**src/jce_pkg.sv**
```systemverilog
package jce_pkg;

  localparam int unsigned PktBytes      = 5;
  localparam int unsigned PktW          = 8 * PktBytes;
  localparam int unsigned CntW          = 3;
  localparam int unsigned QueueDepthDef = 2;

  // TAP states, ARM numbering
  localparam logic [3:0] ST_DRSHIFT = 4'd2;
  localparam logic [3:0] ST_DRPAUSE = 4'd3;
  localparam logic [3:0] ST_IRSHIFT = 4'd10;
  localparam logic [3:0] ST_IRPAUSE = 4'd11;
  localparam logic [3:0] ST_IDLE    = 4'd12;
  localparam logic [3:0] ST_RESET   = 4'd15;

  localparam logic [7:0] BYTE_TRST_ON  = 8'h03;
  localparam logic [7:0] BYTE_TRST_OFF = 8'h54;
  localparam logic [3:0] OP_MOVE       = 4'h1;
  localparam logic [3:0] OP_SCAN       = 4'h6;
  localparam logic [3:0] OP_RUN        = 4'h7;

  typedef enum logic [1:0] {
    REQ_RESET = 2'd0,
    REQ_MOVE  = 2'd1,
    REQ_SCAN  = 2'd2,
    REQ_RUN   = 2'd3
  } req_e;

  // One request's byte list, first byte in the top byte lane.
  typedef struct packed {
    logic [PktW-1:0] bytes;
    logic [CntW-1:0] cnt;
  } pkt_t;

  function automatic logic [3:0] adapter_code(input logic [3:0] st);
    logic [3:0] c;
    case (st)
      4'd0:    c = 4'd7;
      4'd1:    c = 4'd5;
      4'd2:    c = 4'd4;
      4'd3:    c = 4'd6;
      4'd4:    c = 4'd9;
      4'd5:    c = 4'd8;
      4'd6:    c = 4'd3;
      4'd7:    c = 4'd2;
      4'd8:    c = 4'd14;
      4'd9:    c = 4'd12;
      4'd10:   c = 4'd11;
      4'd11:   c = 4'd13;
      4'd12:   c = 4'd1;
      4'd13:   c = 4'd15;
      4'd14:   c = 4'd10;
      default: c = 4'd0;
    endcase
    return c;
  endfunction

  function automatic logic [7:0] move_byte(input logic [3:0] st);
    return {adapter_code(st), OP_MOVE};
  endfunction

endpackage

```
**src/jce_front.sv**
```systemverilog
module jce_front (
  input  logic                 clk_i,
  input  logic                 rst_ni,
  input  logic                 in_valid_i,
  output logic                 in_ready_o,
  input  logic [1:0]           req_type_i,
  input  logic                 trst_assert_i,
  input  logic [3:0]           target_state_i,
  input  logic                 ir_scan_i,
  input  logic                 chunk_first_i,
  input  logic                 chunk_last_i,
  input  logic [3:0]           chunk_bits_i,
  input  logic [7:0]           chunk_data_i,
  input  logic [4:0]           cycle_count_i,
  input  logic                 q_full_i,
  output logic                 push_o,
  output jce_pkg::pkt_t        pkt_o
);

  logic [3:0]               cur_q, cur_d;
  logic [jce_pkg::PktW-1:0] acc;
  logic [jce_pkg::CntW-1:0] n;
  logic [3:0]               shift_st, pause_st;
  logic [2:0]               bits_m1;
  logic [3:0]               cyc_m1;
  logic                     accept;

  assign in_ready_o = !q_full_i;
  assign accept     = in_valid_i && in_ready_o;
  assign shift_st   = ir_scan_i ? jce_pkg::ST_IRSHIFT : jce_pkg::ST_DRSHIFT;
  assign pause_st   = ir_scan_i ? jce_pkg::ST_IRPAUSE : jce_pkg::ST_DRPAUSE;
  assign bits_m1    = 3'(chunk_bits_i - 4'd1);
  assign cyc_m1     = 4'(cycle_count_i - 5'd1);

  // Bytes are appended at the bottom, then aligned so the first sits on top.
  always_comb begin
    acc   = '0;
    n     = '0;
    cur_d = cur_q;
    case (jce_pkg::req_e'(req_type_i))
      jce_pkg::REQ_RESET: begin
        acc = {acc[jce_pkg::PktW-9:0],
               trst_assert_i ? jce_pkg::BYTE_TRST_ON : jce_pkg::BYTE_TRST_OFF};
        n   = n + 3'd1;
      end
      jce_pkg::REQ_MOVE: begin
        acc   = {acc[jce_pkg::PktW-9:0], jce_pkg::move_byte(target_state_i)};
        n     = n + 3'd1;
        cur_d = target_state_i;
      end
      jce_pkg::REQ_SCAN: begin
        if (chunk_first_i) begin
          acc   = {acc[jce_pkg::PktW-9:0], jce_pkg::move_byte(shift_st)};
          n     = n + 3'd1;
          cur_d = shift_st;
        end
        acc = {acc[jce_pkg::PktW-9:0], bits_m1, chunk_last_i, jce_pkg::OP_SCAN};
        n   = n + 3'd1;
        acc = {acc[jce_pkg::PktW-9:0], chunk_data_i};
        n   = n + 3'd1;
        if (chunk_last_i) begin
          acc = {acc[jce_pkg::PktW-9:0], jce_pkg::move_byte(pause_st)};
          n   = n + 3'd1;
          if (pause_st != target_state_i) begin
            acc = {acc[jce_pkg::PktW-9:0], jce_pkg::move_byte(target_state_i)};
            n   = n + 3'd1;
          end
          cur_d = target_state_i;
        end
      end
      default: begin
        if (cur_q != jce_pkg::ST_IDLE) begin
          acc = {acc[jce_pkg::PktW-9:0], jce_pkg::move_byte(jce_pkg::ST_IDLE)};
          n   = n + 3'd1;
        end
        if (cycle_count_i != 5'd0) begin
          acc = {acc[jce_pkg::PktW-9:0], cyc_m1, jce_pkg::OP_RUN};
          n   = n + 3'd1;
        end
        if (target_state_i != jce_pkg::ST_IDLE) begin
          acc = {acc[jce_pkg::PktW-9:0], jce_pkg::move_byte(target_state_i)};
          n   = n + 3'd1;
        end
        cur_d = target_state_i;
      end
    endcase
  end

  always_comb begin
    pkt_o.cnt = n;
    case (n)
      3'd1:    pkt_o.bytes = acc << 32;
      3'd2:    pkt_o.bytes = acc << 24;
      3'd3:    pkt_o.bytes = acc << 16;
      3'd4:    pkt_o.bytes = acc << 8;
      default: pkt_o.bytes = acc;
    endcase
  end

  // Run test with nothing to do never reaches the queue.
  assign push_o = accept && (n != '0);

  always_ff @(posedge clk_i or negedge rst_ni) begin
    if (!rst_ni) begin
      cur_q <= jce_pkg::ST_RESET;
    end else if (accept) begin
      cur_q <= cur_d;
    end
  end

endmodule

```
**src/jce_queue.sv**
```systemverilog
module jce_queue #(
  parameter int unsigned Depth = jce_pkg::QueueDepthDef
) (
  input  logic          clk_i,
  input  logic          rst_ni,
  input  logic          push_i,
  input  jce_pkg::pkt_t push_pkt_i,
  output logic          full_o,
  input  logic          pop_i,
  output logic          empty_o,
  output jce_pkg::pkt_t pop_pkt_o
);

  localparam int unsigned PtrW = $clog2(Depth);
  localparam int unsigned CntW = $clog2(Depth + 1);

  jce_pkg::pkt_t   mem_q [Depth];
  logic [PtrW-1:0] wr_ptr_q, rd_ptr_q;
  logic [CntW-1:0] cnt_q;

  assign full_o    = (cnt_q == CntW'(Depth));
  assign empty_o   = (cnt_q == '0);
  assign pop_pkt_o = mem_q[rd_ptr_q];

  always_ff @(posedge clk_i) begin
    if (push_i) begin
      mem_q[wr_ptr_q] <= push_pkt_i;
    end
  end

  always_ff @(posedge clk_i or negedge rst_ni) begin
    if (!rst_ni) begin
      wr_ptr_q <= '0;
      rd_ptr_q <= '0;
      cnt_q    <= '0;
    end else begin
      if (push_i) begin
        wr_ptr_q <= (wr_ptr_q == PtrW'(Depth - 1)) ? '0 : wr_ptr_q + 1'b1;
      end
      if (pop_i) begin
        rd_ptr_q <= (rd_ptr_q == PtrW'(Depth - 1)) ? '0 : rd_ptr_q + 1'b1;
      end
      if (push_i && !pop_i) begin
        cnt_q <= cnt_q + 1'b1;
      end else if (pop_i && !push_i) begin
        cnt_q <= cnt_q - 1'b1;
      end
    end
  end

  a_no_overflow : assert property (@(posedge clk_i) disable iff (!rst_ni)
    push_i |-> !full_o)
    else $error("push into full queue");

  a_no_underflow : assert property (@(posedge clk_i) disable iff (!rst_ni)
    pop_i |-> !empty_o)
    else $error("pop from empty queue");

  a_cnt_range : assert property (@(posedge clk_i) disable iff (!rst_ni)
    cnt_q <= CntW'(Depth))
    else $error("queue count out of range");

  a_queued_nonempty : assert property (@(posedge clk_i) disable iff (!rst_ni)
    push_i |-> (push_pkt_i.cnt != '0) && (push_pkt_i.cnt <= 3'(jce_pkg::PktBytes)))
    else $error("queued request with bad byte count");

endmodule

```
**src/jce_back.sv**
```systemverilog
module jce_back (
  input  logic          clk_i,
  input  logic          rst_ni,
  input  logic          q_empty_i,
  input  jce_pkg::pkt_t q_pkt_i,
  output logic          pop_o,
  output logic          out_valid_o,
  input  logic          out_ready_i,
  output logic [7:0]    out_byte_o,
  output logic          last_o
);

  logic [jce_pkg::PktW-1:0] bytes_q, bytes_d;
  logic [jce_pkg::CntW-1:0] rem_q, rem_d;
  logic                     valid_q, valid_d;
  logic [7:0]               byte_q, byte_d;
  logic                     last_q, last_d;
  logic                     adv;

  assign adv = !valid_q || out_ready_i;

  always_comb begin
    bytes_d = bytes_q;
    rem_d   = rem_q;
    valid_d = valid_q;
    byte_d  = byte_q;
    last_d  = last_q;
    pop_o   = 1'b0;
    if (adv) begin
      if (rem_q != '0) begin
        byte_d  = bytes_q[jce_pkg::PktW-1 -: 8];
        last_d  = (rem_q == 3'd1);
        bytes_d = bytes_q << 8;
        rem_d   = rem_q - 3'd1;
        valid_d = 1'b1;
      end else if (!q_empty_i) begin
        pop_o   = 1'b1;
        byte_d  = q_pkt_i.bytes[jce_pkg::PktW-1 -: 8];
        last_d  = (q_pkt_i.cnt == 3'd1);
        bytes_d = q_pkt_i.bytes << 8;
        rem_d   = q_pkt_i.cnt - 3'd1;
        valid_d = 1'b1;
      end else begin
        valid_d = 1'b0;
      end
    end
  end

  always_ff @(posedge clk_i or negedge rst_ni) begin
    if (!rst_ni) begin
      rem_q   <= '0;
      valid_q <= 1'b0;
    end else begin
      rem_q   <= rem_d;
      valid_q <= valid_d;
    end
  end

  always_ff @(posedge clk_i) begin
    bytes_q <= bytes_d;
    byte_q  <= byte_d;
    last_q  <= last_d;
  end

  assign out_valid_o = valid_q;
  assign out_byte_o  = byte_q;
  assign last_o      = last_q;

  a_rem_range : assert property (@(posedge clk_i) disable iff (!rst_ni)
    rem_q < 3'(jce_pkg::PktBytes))
    else $error("remaining byte count out of range");

  a_pending_not_last : assert property (@(posedge clk_i) disable iff (!rst_ni)
    (rem_q != '0) |-> (valid_q && !last_q))
    else $error("bytes pending behind a last byte");

  a_pop_only_idle : assert property (@(posedge clk_i) disable iff (!rst_ni)
    pop_o |-> (rem_q == '0))
    else $error("pop while request still draining");

endmodule

```
**src/jtag_command_byte_encoder_unit.sv**
```systemverilog
// A request's byte list goes through the request queue and the output byte register to out_*_o.
// Throughput: one output byte per cycle while out_ready_i is high and bytes are queued; a
//   request yields 1 to 5 bytes, the output byte register being the limit; a run test
//   with nothing to send is accepted and yields nothing.
// Reset (rst_ni low, async): queue and output empty, tracked TAP state = test logic reset.
// Request queue depth is QueueDepth requests.
module jtag_command_byte_encoder_unit #(
  parameter int unsigned QueueDepth = jce_pkg::QueueDepthDef
) (
  input  logic       clk_i,
  input  logic       rst_ni,
  input  logic       in_valid_i,
  output logic       in_ready_o,
  input  logic [1:0] req_type_i,
  input  logic       trst_assert_i,
  input  logic [3:0] target_state_i,
  input  logic       ir_scan_i,
  input  logic       chunk_first_i,
  input  logic       chunk_last_i,
  input  logic [3:0] chunk_bits_i,
  input  logic [7:0] chunk_data_i,
  input  logic [4:0] cycle_count_i,
  output logic       out_valid_o,
  input  logic       out_ready_i,
  output logic [7:0] out_byte_o,
  output logic       last_o
);

  // Front: takes a request, tracks the TAP state, builds its byte list.
  // Queue: holds built byte lists so front and back stall independently.
  // Back: serializes one list to the byte link, one byte per cycle while out_ready_i is high.
  logic          q_full, q_empty, push, pop;
  jce_pkg::pkt_t push_pkt, pop_pkt;

  jce_front u_front (
    .clk_i          (clk_i),
    .rst_ni         (rst_ni),
    .in_valid_i     (in_valid_i),
    .in_ready_o     (in_ready_o),
    .req_type_i     (req_type_i),
    .trst_assert_i  (trst_assert_i),
    .target_state_i (target_state_i),
    .ir_scan_i      (ir_scan_i),
    .chunk_first_i  (chunk_first_i),
    .chunk_last_i   (chunk_last_i),
    .chunk_bits_i   (chunk_bits_i),
    .chunk_data_i   (chunk_data_i),
    .cycle_count_i  (cycle_count_i),
    .q_full_i       (q_full),
    .push_o         (push),
    .pkt_o          (push_pkt)
  );

  jce_queue #(
    .Depth (QueueDepth)
  ) u_queue (
    .clk_i      (clk_i),
    .rst_ni     (rst_ni),
    .push_i     (push),
    .push_pkt_i (push_pkt),
    .full_o     (q_full),
    .pop_i      (pop),
    .empty_o    (q_empty),
    .pop_pkt_o  (pop_pkt)
  );

  jce_back u_back (
    .clk_i       (clk_i),
    .rst_ni      (rst_ni),
    .q_empty_i   (q_empty),
    .q_pkt_i     (pop_pkt),
    .pop_o       (pop),
    .out_valid_o (out_valid_o),
    .out_ready_i (out_ready_i),
    .out_byte_o  (out_byte_o),
    .last_o      (last_o)
  );

endmodule
```
**config.mk**
```make
export PLATFORM = sky130hd
export DESIGN_NAME = jtag_command_byte_encoder_unit
export DESIGN_NICKNAME = d
export VERILOG_FILES = /design/src/jce_pkg.sv /design/src/jce_front.sv /design/src/jce_queue.sv /design/src/jce_back.sv /design/src/jtag_command_byte_encoder_unit.sv
export SDC_FILE = /design/constraint.sdc
export NUM_CORES = 1
export LEC_CHECK = 0
export ABC_AREA = 1
export BUFFER_PORTS_ARGS = -buffer_cell sky130_fd_sc_hd__clkbuf_2
export CORE_MARGIN = 3
export CORE_UTILIZATION = 55
export DETAILED_ROUTE_END_ITERATION = 8
export GPL_TIMING_DRIVEN = 0
export PLACE_DENSITY = 0.73
export SLEW_MARGIN = 10
export SYNTH_ARGS = -nofsm -noshare
export SYNTH_HDL_FRONTEND = slang
export SYNTH_SLANG_ARGS = --single-unit
```
**constraint.sdc**
```tcl
create_clock -name clk_i -period 5 [get_ports clk_i]
set_input_delay 0.75 -clock clk_i [delete_from_list [all_inputs] [get_ports clk_i]]
set_output_delay 0.75 -clock clk_i [all_outputs]
set_load 0.02 [all_outputs]
```
# After elaboration in Yosys (flattened, before gate mapping)

Memories as Yosys holds them, arrays and structs flattened.
Cells that the tools add are included.
W data, S select, Z words.

Reductions and logical operators: 19
Shifts and indexed selects: 0
Add/subtract/negate cells: 14
Multiply operators: 0
Magnitude comparators: 0
Div/mod/pow operators: 0
Multiplexer cells: 42
Bitwise operators: 1
Equality and inequality tests: 14

Operator list:

| cell                  | count |
|---|---|
| $mux W40              | 4 |
| $pmux W40 S4          | 1 |
| $pmux W40 S3          | 1 |
| $mux W3               | 9 |
| $mux W8               | 3 |
| $mux W21              | 1 |
| $add A3 B1 Y3 const B | 6 |
| $mux W4               | 4 |
| $mux W13              | 1 |
| $mux W1               | 12 |
| $eq A3 B1 Y1 const B  | 3 |
| $sub A3 B1 Y3 const B | 3 |
| $ne A4 B4 Y1 const B  | 2 |
| $pmux W4 S2           | 1 |
| $mux W7               | 1 |
| $eq A3 B2 Y1 const B  | 2 |
| $pmux W3 S2           | 1 |
| $reduce_bool A3 Y1    | 2 |
| $mux W5               | 1 |
| $reduce_bool A5 Y1    | 1 |
| $eq A2 B2 Y1 const B  | 2 |
| $logic_and A1 B1 Y1   | 4 |
| $logic_not A1 Y1      | 4 |
| $logic_not A2 Y1      | 2 |
| other kinds (17)      | 19 |

Register bits after elaboration: 53
Latch bits: 0
ROM bits: 320
Bits in writable memories: 86
Memories: 6
Output and inout bits: 11
Bits of input ports: 31

Memories:

| name            | depth | width | read ports | clocked after memory_dff | wr ports | RTL line        | text |
|---|---|---|---|---|---|---|---|
| u_queue.mem_q   | 2     | 43    | 1          | 0                        | 1        | jce_queue.sv:17 | `jce_pkg::pkt_t mem_q [Depth];` |
| (no name shown) | 16    | 4     | 1          | 0                        | 0        | jce_pkg.sv:37   | `case (st)` |
| (no name shown) | 16    | 4     | 1          | 0                        | 0        | jce_pkg.sv:37   |  |
| (no name shown) | 16    | 4     | 1          | 0                        | 0        | jce_pkg.sv:37   |  |
| (no name shown) | 16    | 4     | 1          | 0                        | 0        | jce_pkg.sv:37   |  |
| (no name shown) | 16    | 4     | 1          | 0                        | 0        | jce_pkg.sv:37   |  |

# Longest topological paths before layout

Gate-level depths: netlist of run 1.

Depth after elaboration: 15
Gate-level depth with buffers: 20
Depth with buffers taken out: 18

# Hierarchy

From an unflattened synthesis of run 1, not the netlist that was laid out.

Cells, all modules: 814
Area total of the unflattened synthesis: 7908.8 µm²

By module, submodules not included:

| module    | times used | area an instance (µm²) | cells an instance |
|---|---|---|---|
| jce_queue | 1          | 3510.9                 | 159 |
| jce_front | 1          | 2334.7                 | 445 |
| jce_back  | 1          | 2063.2                 | 210 |

# Worst setup path before layout of run 1

OpenSTA, ideal clock, no wires.

Path type: in2reg
Start point: input port target_state_i[2]
End point: memory u_queue.mem_q[1][0] in the netlist's numbering, enable pin
Setup time: 445 ps
Data arrival time: 4182 ps
Cell stages on the path: 15
Setup slack: 373 ps
Cell sequence: buf_4 nor2_4 nand3_4 buf_2 ha_1 nand2_1 nand3_1 nand2_1 inv_1 nand2_4 nor2_8 buf_6 nand2_2 nand2_2 nor2_1

RTL lines:

| item               | RTL line                             | text |
|---|---|---|
| start: declaration | jtag_command_byte_encoder_unit.sv:16 | `input logic [3:0] target_state_i,` |
| end: declaration   | jce_queue.sv:17                      |  |

==> run summary, run 1 <==
In this run the worst setup path begins at target_state_i[1]. The tools report the endpoint of the worst-slack reg-to-reg timing path as u_queue.mem_q[1][6]. Count of nets after finishing: 936.

The number of sinks handled by clock tree synthesis was 139; the via total after detailed routing was 6,146. The die is 122.5 µm wide. The tools report the residual DRC count as 0. For the post-placement setup slack, the log shows 1.119 ns.

During placement, the flow inserted port buffers numbering 38. The met2 usage in global routing was 47.58%; the count of standard-cell rows was 41. The synthesized design contains 139 register bits.

The tree is rooted in a sky130_fd_sc_hd__clkbuf_16. On the final layout, the worst hold slack is 0.2163 ns. Yosys mapped the design onto 39 distinct sky130hd cell types.

STA classifies the critical path startpoint as an input port. STA puts the critical path data arrival time at 3.75 ns. The floorplan step defined a die boundary enclosing 15,010 µm².

Data on the critical path is required at its endpoint by 5.30 ns. Summed over all layers, the routed wires come to 20.72 mm. The global routing stage identified its most utilized layer as met2.

Together, buffers and inverters on the worst path number 6. The worst hold path belongs to the class input port to asynchronous set/reset pin. Dividing the detail-routed wire length by the instance count gives 19.31 µm. The number of global-route vias before repair was 5,961. The largest net degree at the start of global routing was 29. The tools report the number of cells after detailed placement as 1,041. The last weighted congestion value of the routability-driven placer was 0.9271.

Across the run, the number of max-cap violations was 0. Global routing used 29.44% of the available tracks. The area growth from synthesis to layout came out at 14.71%. The most common cell after layout, fill and taps aside was sky130_fd_sc_hd__nand2_1. For the count of pins over their slew limit, the log shows 0.

First-pass GRT wire length: 32.84 mm. 0 antenna diodes ended up in the layout. Number of fill cells: 1,009. The worst setup path is of the input port to flop kind. The met1 layer usage reported by global route was 40.96%. VDD sags by at most 0.0002763 V. Registers take 4119 µm². The number of levels in the clock H-tree is 4. The clock transition at the register clock pins on the worst setup and hold paths after CTS is 0.06 ns, and the synthesized instance count is 826.

Dividing the synthesized area by the synthesized cell count gives 9.040 µm². The final cell count without fillers is 1,073. The run finished with clean final reports. The tools report the worst reg-to-reg setup slack as 2.06 ns. Cell with the biggest individual delay on the critical path: sky130_fd_sc_hd__ha_1. The tools report the DRC marker count from the first detailed-route iteration as 683. The met3 track demand over resource came out at 4.977%. The die extent in y is 122.5 µm, and the TritonCTS buffer count is 17. Of all nets on the critical path, the largest fanout is 10.

In the final layout, the multi-input gates occupy 2907 µm². For the initial core utilization, the log shows 57.76%. The slack of the critical path came out at 1.550 ns. For the worst-skew pair, the clock arrives at the later sink with an insertion delay of 0.43 ns. The count of final hold-check violations was 0. The Yosys step of the flow raised 0 warnings. Walking the worst path, the cells encountered are clkbuf_2 > ha_1 > inv_1 > nor2_4 > nand3_4 > buf_2 > ha_1 > nand2_1 > nand3_1 > nand2_1 > inv_1 > nand2_4 > nor2_8 > buf_6 > nand2_2 > nand2_2 > inv_1 > ha_1 > a21oi_1 > o21ai_0 > xnor2_1. The core region is 12,930 µm². The worst register-to-register path begins at u_front.cur_q[3].

TritonCTS built the clock tree. For this design the static power due to leakage is 3.693 nW. The post-route clock skew is 0.01216 ns, and the transition time of the tightest slew-check pin is 0.7232 ns.

Of the cells placed in the final design, the portion with a size suffix greater than 1 is 14.65%. Once detail routing completed, the nets flagged for antenna violations numbered 0. No sink is reached through more buffers than the 2 on the longest clock path. The tools report the length of the first detailed-routing pass in iterations as 7.

The total overflow left after global routing is 0. The library cells used most frequently in the layout, excluding fill and tap cells, are 191 x sky130_fd_sc_hd__nand2_1, 127 x sky130_fd_sc_hd__edfxtp_1, 111 x sky130_fd_sc_hd__nor2_1. For the worst flop-to-flop path, the logic depth is 11. For this design, the CTS-stage hold fixing added 0 buffers. The largest single stage delay on the critical path is 0.33 ns. In this design, the largest share of critical-path delay is due to simple AND/OR/NAND/NOR gates. Static timing analysis puts the maximum clock frequency at 0.2899 GHz. The share of the clock period used by the worst path is 68.99%, and the initial antenna violation count is 1.

The standard cell area after detailed placement came out at 7990 µm². The tools report the post-cts sizing count as 0. The average via count per standard cell came out at 5.728.

The design draws 4.632 mW. Design area: 8566 µm². The setup fix buffers added after clock tree synthesis was 0. The element type at the critical path end was a flop.

The portion of the post-synthesis area used by sequential elements came out at 55.16%. Power spread over the standard cell area amounts to 540.7 nW/µm². Pin placement for this block handled 42 I/O pins. The worst pin sits at a relative slew slack of 51.79%. The tools report the number of endpoints failing setup at the final stage as 0. Setup repair after global routing left no endpoint under its margin. Clock period minus worst slack: 3.450 ns. The HPWL after detailed placement is 15.10 mm. Area of the mapped netlist: 7467 µm².
==> kinds of logic (layout without fill, tap and decap cells) <==
kind of cell	after synthesis	after routing	synth area share, %
AND/OR/NAND/NOR	422	422	25.75
flip-flops	139	139	55.16
AO/OA/AOI/OAI	132	132	9.149
buffers and inverters	109	183	6.317
adder cells (fa/ha/maj)	17	17	2.848
XOR/XNOR	5	5	0.5866
other	1	2	0.05022
multiplexers	1	1	0.1341
==> metrics by stage <==
| stage | setup TNS [ns] | utilization [%] |
|---|---|---|
| after detailed placement | 0 | 61.81 |
| after CTS | 0 | 66.26 |
| after floorplan | 0 | - |
| after global placement | -89.67 | 60.93 |
| final | 0 | 66.26 |
| after global routing | 0 | 66.26 |
==> routing by layer <==
layer  part of all wire (%)  routed length [µm]
met3                    7.7                1588
met2                     48                9900
met4                    2.1                 437
met1                     42                8781
met5                  0.063                  13
==> worst max path at each step <==
stage | to | slack [ns] | cells after the start
after floorplan | u_queue.mem_q[1][0] | 0.37 | 15
after global placement | u_queue.mem_q[1][6] | -1.06 | 17
after detailed placement | u_queue.cnt_q[1] | 1.12 | 21
after CTS | u_queue.cnt_q[1] | 1.56 | 21
after global routing | u_queue.cnt_q[1] | 1.27 | 21
final | u_queue.cnt_q[1] | 1.55 | 21
==> where the power goes <==
group / switching, mW / internal [mW]
Sequential: 0.122 / 1.80
Combinational: 1.07 / 0.425
Clock: 0.485 / 0.736
Total: 1.67 / 2.96
==> area by class of cell <==
| cell class | count | share of cell area, % |
|---|---|---|
| Multi-Input combinational cell | 579 | 33.93 |
| Tap cell | 172 | 2.512 |
| Sequential cell | 139 | 48.09 |
| Timing Repair Buffer | 42 | 3.243 |
| Clock inverter | 13 | 1.665 |
| Inverter | 78 | 3.476 |
| Buffer | 31 | 2.030 |
| Clock buffer | 19 | 5.054 |
==> registers in the layout (all words and copies together), names as in the netlist <==
signal / flops
u_back.bytes_q: 32
u_queue.mem_q: 86
u_back.rem_q: 3
u_back.last_o: 1
u_queue.rd_ptr_q: 1
u_queue.wr_ptr_q: 1
u_queue.cnt_q: 2
u_back.out_valid_o: 1
u_front.cur_q: 4
u_back.out_byte_o: 8
==> cells in the mapped netlist (all sizes together) <==
cell / n / area share [%]
xnor2: 2 / 0.23
nand2: 209 / 12
o21bai: 1 / 0.10
a21o: 2 / 0.20
nor4: 1 / 0.084
dfrtp: 8 / 2.7
o21ai: 25 / 1.7
edfxtp: 127 / 51
mux2i: 1 / 0.13
ha: 17 / 2.8
dfstp: 4 / 1.4
clkinv: 1 / 0.050
o22ai: 4 / 0.34
nand3: 74 / 5.4
buf: 14 / 1.5
a21oi: 96 / 6.4
conb: 1 / 0.050
or2: 4 / 0.34
o211ai: 4 / 0.40
nor2: 118 / 6.7
nand4: 11 / 0.92
xor2: 3 / 0.35
clkbuf: 17 / 0.85
nand3b: 3 / 0.30
inv: 77 / 3.9
nor3: 2 / 0.13
Power figures use the tool's default switching activity.
==> run 2, diff against run 1 <==
--- a/config.mk
+++ b/config.mk
@@ -5,7 +5,7 @@
 export SDC_FILE = /design/constraint.sdc
 export NUM_CORES = 1
 export LEC_CHECK = 0
-export ABC_AREA = 1
+export ABC_AREA = 0
 export BUFFER_PORTS_ARGS = -buffer_cell sky130_fd_sc_hd__clkbuf_2
 export CORE_MARGIN = 3
 export CORE_UTILIZATION = 55
==> constraint.sdc (replaced) <==
create_clock -name clk_i -period 3.55 [get_ports clk_i]
set_input_delay 0.5325 -clock clk_i [delete_from_list [all_inputs] [get_ports clk_i]]
set_output_delay 0.5325 -clock clk_i [all_outputs]
set_load 0.02 [all_outputs]
==> run summary, run 2 <==
The flow ran to the end, and the final reports show no timing, DRC or antenna violations. The last weighted congestion value of the routability-driven placer is 1.002 (+8.1%), and the proportion of netlist area held by the largest area contributor is 51.60% (+0.53 points). The via total after detailed routing was 5,612 (-8.7%). For the total inserted antenna cells, the log shows 0 (unchanged).

The fraction of the mapped netlist area in simple logic gates is 13.85% (-12 points), and the fraction of layout cells with a size suffix above 1 is 16.89% (+2.2 points). The transition time of the tightest slew-check pin works out to 0.8374 ns (+0.1142 ns). The run gives 5,654 (-5.2%) as the number of global-route vias before repair.

The tools report the type of element launching the critical path as a flop. The tools report the number of sinks handled by clock tree synthesis as 139 (unchanged). Setup repair after global routing left no endpoint under its margin. Relative slew slack: 44.18% (-7.6 points). The count of antenna-violating nets left after detailed routing came out at 0 (unchanged). The first-pass GRT wire length was 29.91 mm (-8.9%).

For the initial core utilization, the log shows 57.40% (-0.36 points). The critical path buffer and inverter count is 5 (-1), and the area growth from synthesis to layout is 17.28%. Tracing the worst setup path back leads to its startpoint at u_front.cur_q[2]. The max-capacitance violation count is 0 (unchanged), and the power density over cell area is 706.1 nW/µm² (+31%). The endpoint identified for the worst register-to-register timing path is u_queue.mem_q[1][32]. The kind of cell with the highest combined delay along the critical path is simple AND/OR/NAND/NOR gates.

The post-synthesis register bit count is 139 (unchanged), and the parity-gate share of the synthesized area counting xor and xnor cells is 1.168% (+0.58 points). The largest net degree at the start of global routing is 27 (-6.9%), and the clock transition at the register clock pins on the worst setup and hold paths after CTS is 0.06 ns (about the same). The adder-cell share of the synthesized area came out at 3.013% (+0.16 points). The most common cell in the synthesized netlist is sky130_fd_sc_hd__edfxtp_1.

The critical-path maximum fanout is 10 (unchanged). For the residual DRC count, the log shows 0 (unchanged). Leaving out fill and tap cells, the most frequent cells in the layout are 127 x sky130_fd_sc_hd__edfxtp_1, 74 x sky130_fd_sc_hd__nand2_1, 66 x sky130_fd_sc_hd__o21ai_0. The logic depth of the worst register-to-register path came out at 13 (+2). The main combinational cell family by area after synthesis is compound AO/OA/AOI/OAI gates.

sky130_fd_sc_hd__edfxtp_1 takes more of the synthesized area than any other cell. The leakage power was 3.328 nW (-9.9%). The share of the clock period used by the worst path is 94.61%, and the initial antenna violation count is 0 (-1). The signal arrival time at the worst endpoint was 3.53 ns (-0.22 ns); the maximum frequency from static timing analysis was 0.2977 GHz.

The top register by number of flip-flops is u_queue.mem_q. The warning count from the yosys run came out at 0 (unchanged). Ranked by total cell area, the synthesized netlist is headed by sky130_fd_sc_hd__edfxtp_1 52%, sky130_fd_sc_hd__mux2i_1 6.4%, sky130_fd_sc_hd__o21ai_0 4.5%, sky130_fd_sc_hd__nand2_1 3.8%, sky130_fd_sc_hd__ha_1 2.9%.

The die extent in y came out at 121.9 µm (-0.49%). The number of buffer cells added on primary ports is 39 (+2.6%), and the largest stage delay on the critical path is 0.54 ns (+0.21 ns). The count of cell instances traversed by the critical path was 13 (-38%); the number of levels in the clock H-tree was 4 (unchanged).

Number of top-level pins: 42 (unchanged). For the overall die area, the log shows 14,860 µm² (-0.98%). In this run the critical register-to-register path is launched from u_front.cur_q[2].

The run gives 757 (+11%) as the DRC marker count from the first detailed-route iteration. The count of pins over their slew limit came out at 0 (unchanged). Clock tree synthesis selected as its root buffer the cell sky130_fd_sc_hd__clkbuf_16.

The standard cell area after detailed placement is 7978 µm² (-0.16%). The count of nets after finishing was 781 (-17%). The element type at the critical path end is a flop. The detailed-route wire length per cell came out at 20.93 µm (+8.4%). Clock period minus worst slack: 3.359 ns.

The logs give 0.01105 ns (-0.001105 ns) for the post-route clock skew and 12,880 µm² (-0.40%) for the core outline area. Flip-flop and latch area: 4119 µm² (unchanged). The multiplexer fraction of the synthesized cell area is 6.975% (+6.8 points). Counting instances in the post-synthesis netlist gives the leading cell types as 127 x sky130_fd_sc_hd__edfxtp_1, 74 x sky130_fd_sc_hd__nand2_1, 66 x sky130_fd_sc_hd__o21ai_0, 49 x sky130_fd_sc_hd__nor2_1, 47 x sky130_fd_sc_hd__mux2i_1. For the data required time at the worst endpoint, the log shows 3.72 ns (-1.58 ns).

Worst min-delay path category: input port to asynchronous set/reset pin. The run gives 0.1914 ns (-1.359 ns) as the slack of the critical path. The worst hold-check slack is 0.0004572 ns (-0.2159 ns).

The slowest stage of the critical path belongs to the cell sky130_fd_sc_hd__dfstp_2. The tools report the count of final hold-check violations as 0 (unchanged). For the count of standard-cell rows, the log shows 41 (unchanged). The final wirelength is 19.22 mm (-7.3%), and the length of the first detailed-routing pass in iterations is 5 (-2). The portion of the post-synthesis area used by sequential elements is 55.73% (+0.57 points). The average via count per standard cell is 6.113 (+6.7%), and the mean instance size in the synthesized netlist is 11.13 µm² (+23%). The worst-case clock buffer depth is 2 (unchanged).

Traced cell by cell, the critical path runs through nor4bb_4 > buf_4 > inv_1 > ha_1 > and4_1 > o21ai_1 > and3_1 > buf_6 > inv_4 > nor2_1 > buf_2 > nand2_1 > o221ai_1. The run gives 7391 µm² (-1.0%) as the area of the mapped netlist. For this run, the leading register cell type out of synthesis is sky130_fd_sc_hd__edfxtp_1. Critical path start-end classification: flop to flop. The async set or reset register ratio after synthesis works out to 8.633% (unchanged). For the number of fill cells, the log shows 956 (-5.3%).

The most critical setup path has its endpoint at u_queue.mem_q[1][32]. The tools report the worst reg-to-reg setup slack as 0.19 ns (-1.87 ns). The largest vdd supply drop was 0.0003954 V (+43%); the area of combinational cells with multiple inputs was 3098 µm² (+6.6%). Count of different cell masters after synthesis: 74 (+90%).

The flip-flop count of the largest register after layout works out to 86 (unchanged). The global router's overall resource usage is 26.59% (-2.8 points), and the number of endpoints failing setup at the final stage is 0 (unchanged). The tools report the design area as 8668 µm² (+1.2%). The post-detailed-placement half-perimeter wirelength was 13.54 mm (-10%). Leaving out fill and tap cells, the most frequent cell in the layout is sky130_fd_sc_hd__edfxtp_1. The tools report the count of hold buffers inserted by post-cts repair as 0 (unchanged). The post-synthesis compound-gate area fraction came out at 15.35% (+6.2 points).

The number of synthesized flops with an enable pin came out at 127 (unchanged). The worst-skew pair later-pin latency is 0.42 ns (about the same). The logs give -0.8207 ns (-1.939 ns) for the post-placement setup slack and 0 (unchanged) for the total grt overflow. TritonCTS built the clock tree. The synthesized instance count came out at 664 (-20%). The TritonCTS buffer count came out at 17 (unchanged). The die outline width is 121.9 µm (-0.49%).
==> run 2: cell count changes after synthesis, sizes merged, moves of 46 or more <==
cell,previous run,this run
nor2,118,49
inv,77,20
mux2i,1,47
a21oi,96,23
nand2,209,74
nand3,74,17
==> run 2: cells by family after synthesis <==
logic type | count (synthesis)
multiplexers | 51
flip-flops | 139
AND/OR/NAND/NOR | 211
adder cells (fa/ha/maj) | 18
other | 1
AO/OA/AOI/OAI | 173
buffers and inverters | 62
XOR/XNOR | 9
==> run 2: final cells by class <==
class | instances | area share (%)
Clock buffer | 17 | 4.908
Timing Repair Buffer | 46 | 3.695
Clock inverter | 15 | 2.165
Sequential cell | 139 | 47.52
Inverter | 20 | 1.097
Multi-Input combinational cell | 467 | 35.74
Buffer | 42 | 2.396
Tap cell | 172 | 2.483
==> run 2: stage by stage <==
stage               cells  utilization, %  setup TNS, ns  power [mW]
floorplan             665               -        -0.5169       3.654
global placement      876           61.10         -85.41       4.080
detailed placement    880           61.96         -68.31       4.216
CTS                   914           66.97              0       6.095
global route          918           67.32              0       6.422
finish                918           67.32              0       6.120
==> run 2: repair_timing <==
action,in CTS,in global routing
setup endpoints to repair,162,58
buffers inserted,1,2
cloned,1,2
pin swaps,2,3
gates resized for setup,4,7
==> run 2: worst min-delay path by stage <==
stage	startpoint	to	slack [ns]
detailed placement	rst_ni	u_queue.wr_ptr_q	0.45
global route	rst_ni	u_queue.rd_ptr_q	0.02
finish	rst_ni	u_queue.rd_ptr_q	0.0005
CTS	rst_ni	u_queue.rd_ptr_q	0.004
floorplan	rst_ni	u_back.out_valid_o	0.24
global placement	rst_ni	u_queue.wr_ptr_q	0.42
==> run 2: layer usage <==
metal	vias to the layer above	routed length [µm]	part of all wire [%]	GRT usage, %
li1	2624	-	-	-
met1	2677	7772	40	33.68
met2	264	9628	50	45.61
met3	47	1168	6.1	4.225
met4	0	649	3.4	11.13
met5	-	0	0	0
==> run 2: report_power, final <==
group	internal [mW]	switching, mW
Clock	1.12	0.720
Combinational	0.631	1.10
Sequential	2.39	0.162
Total	4.14	1.98
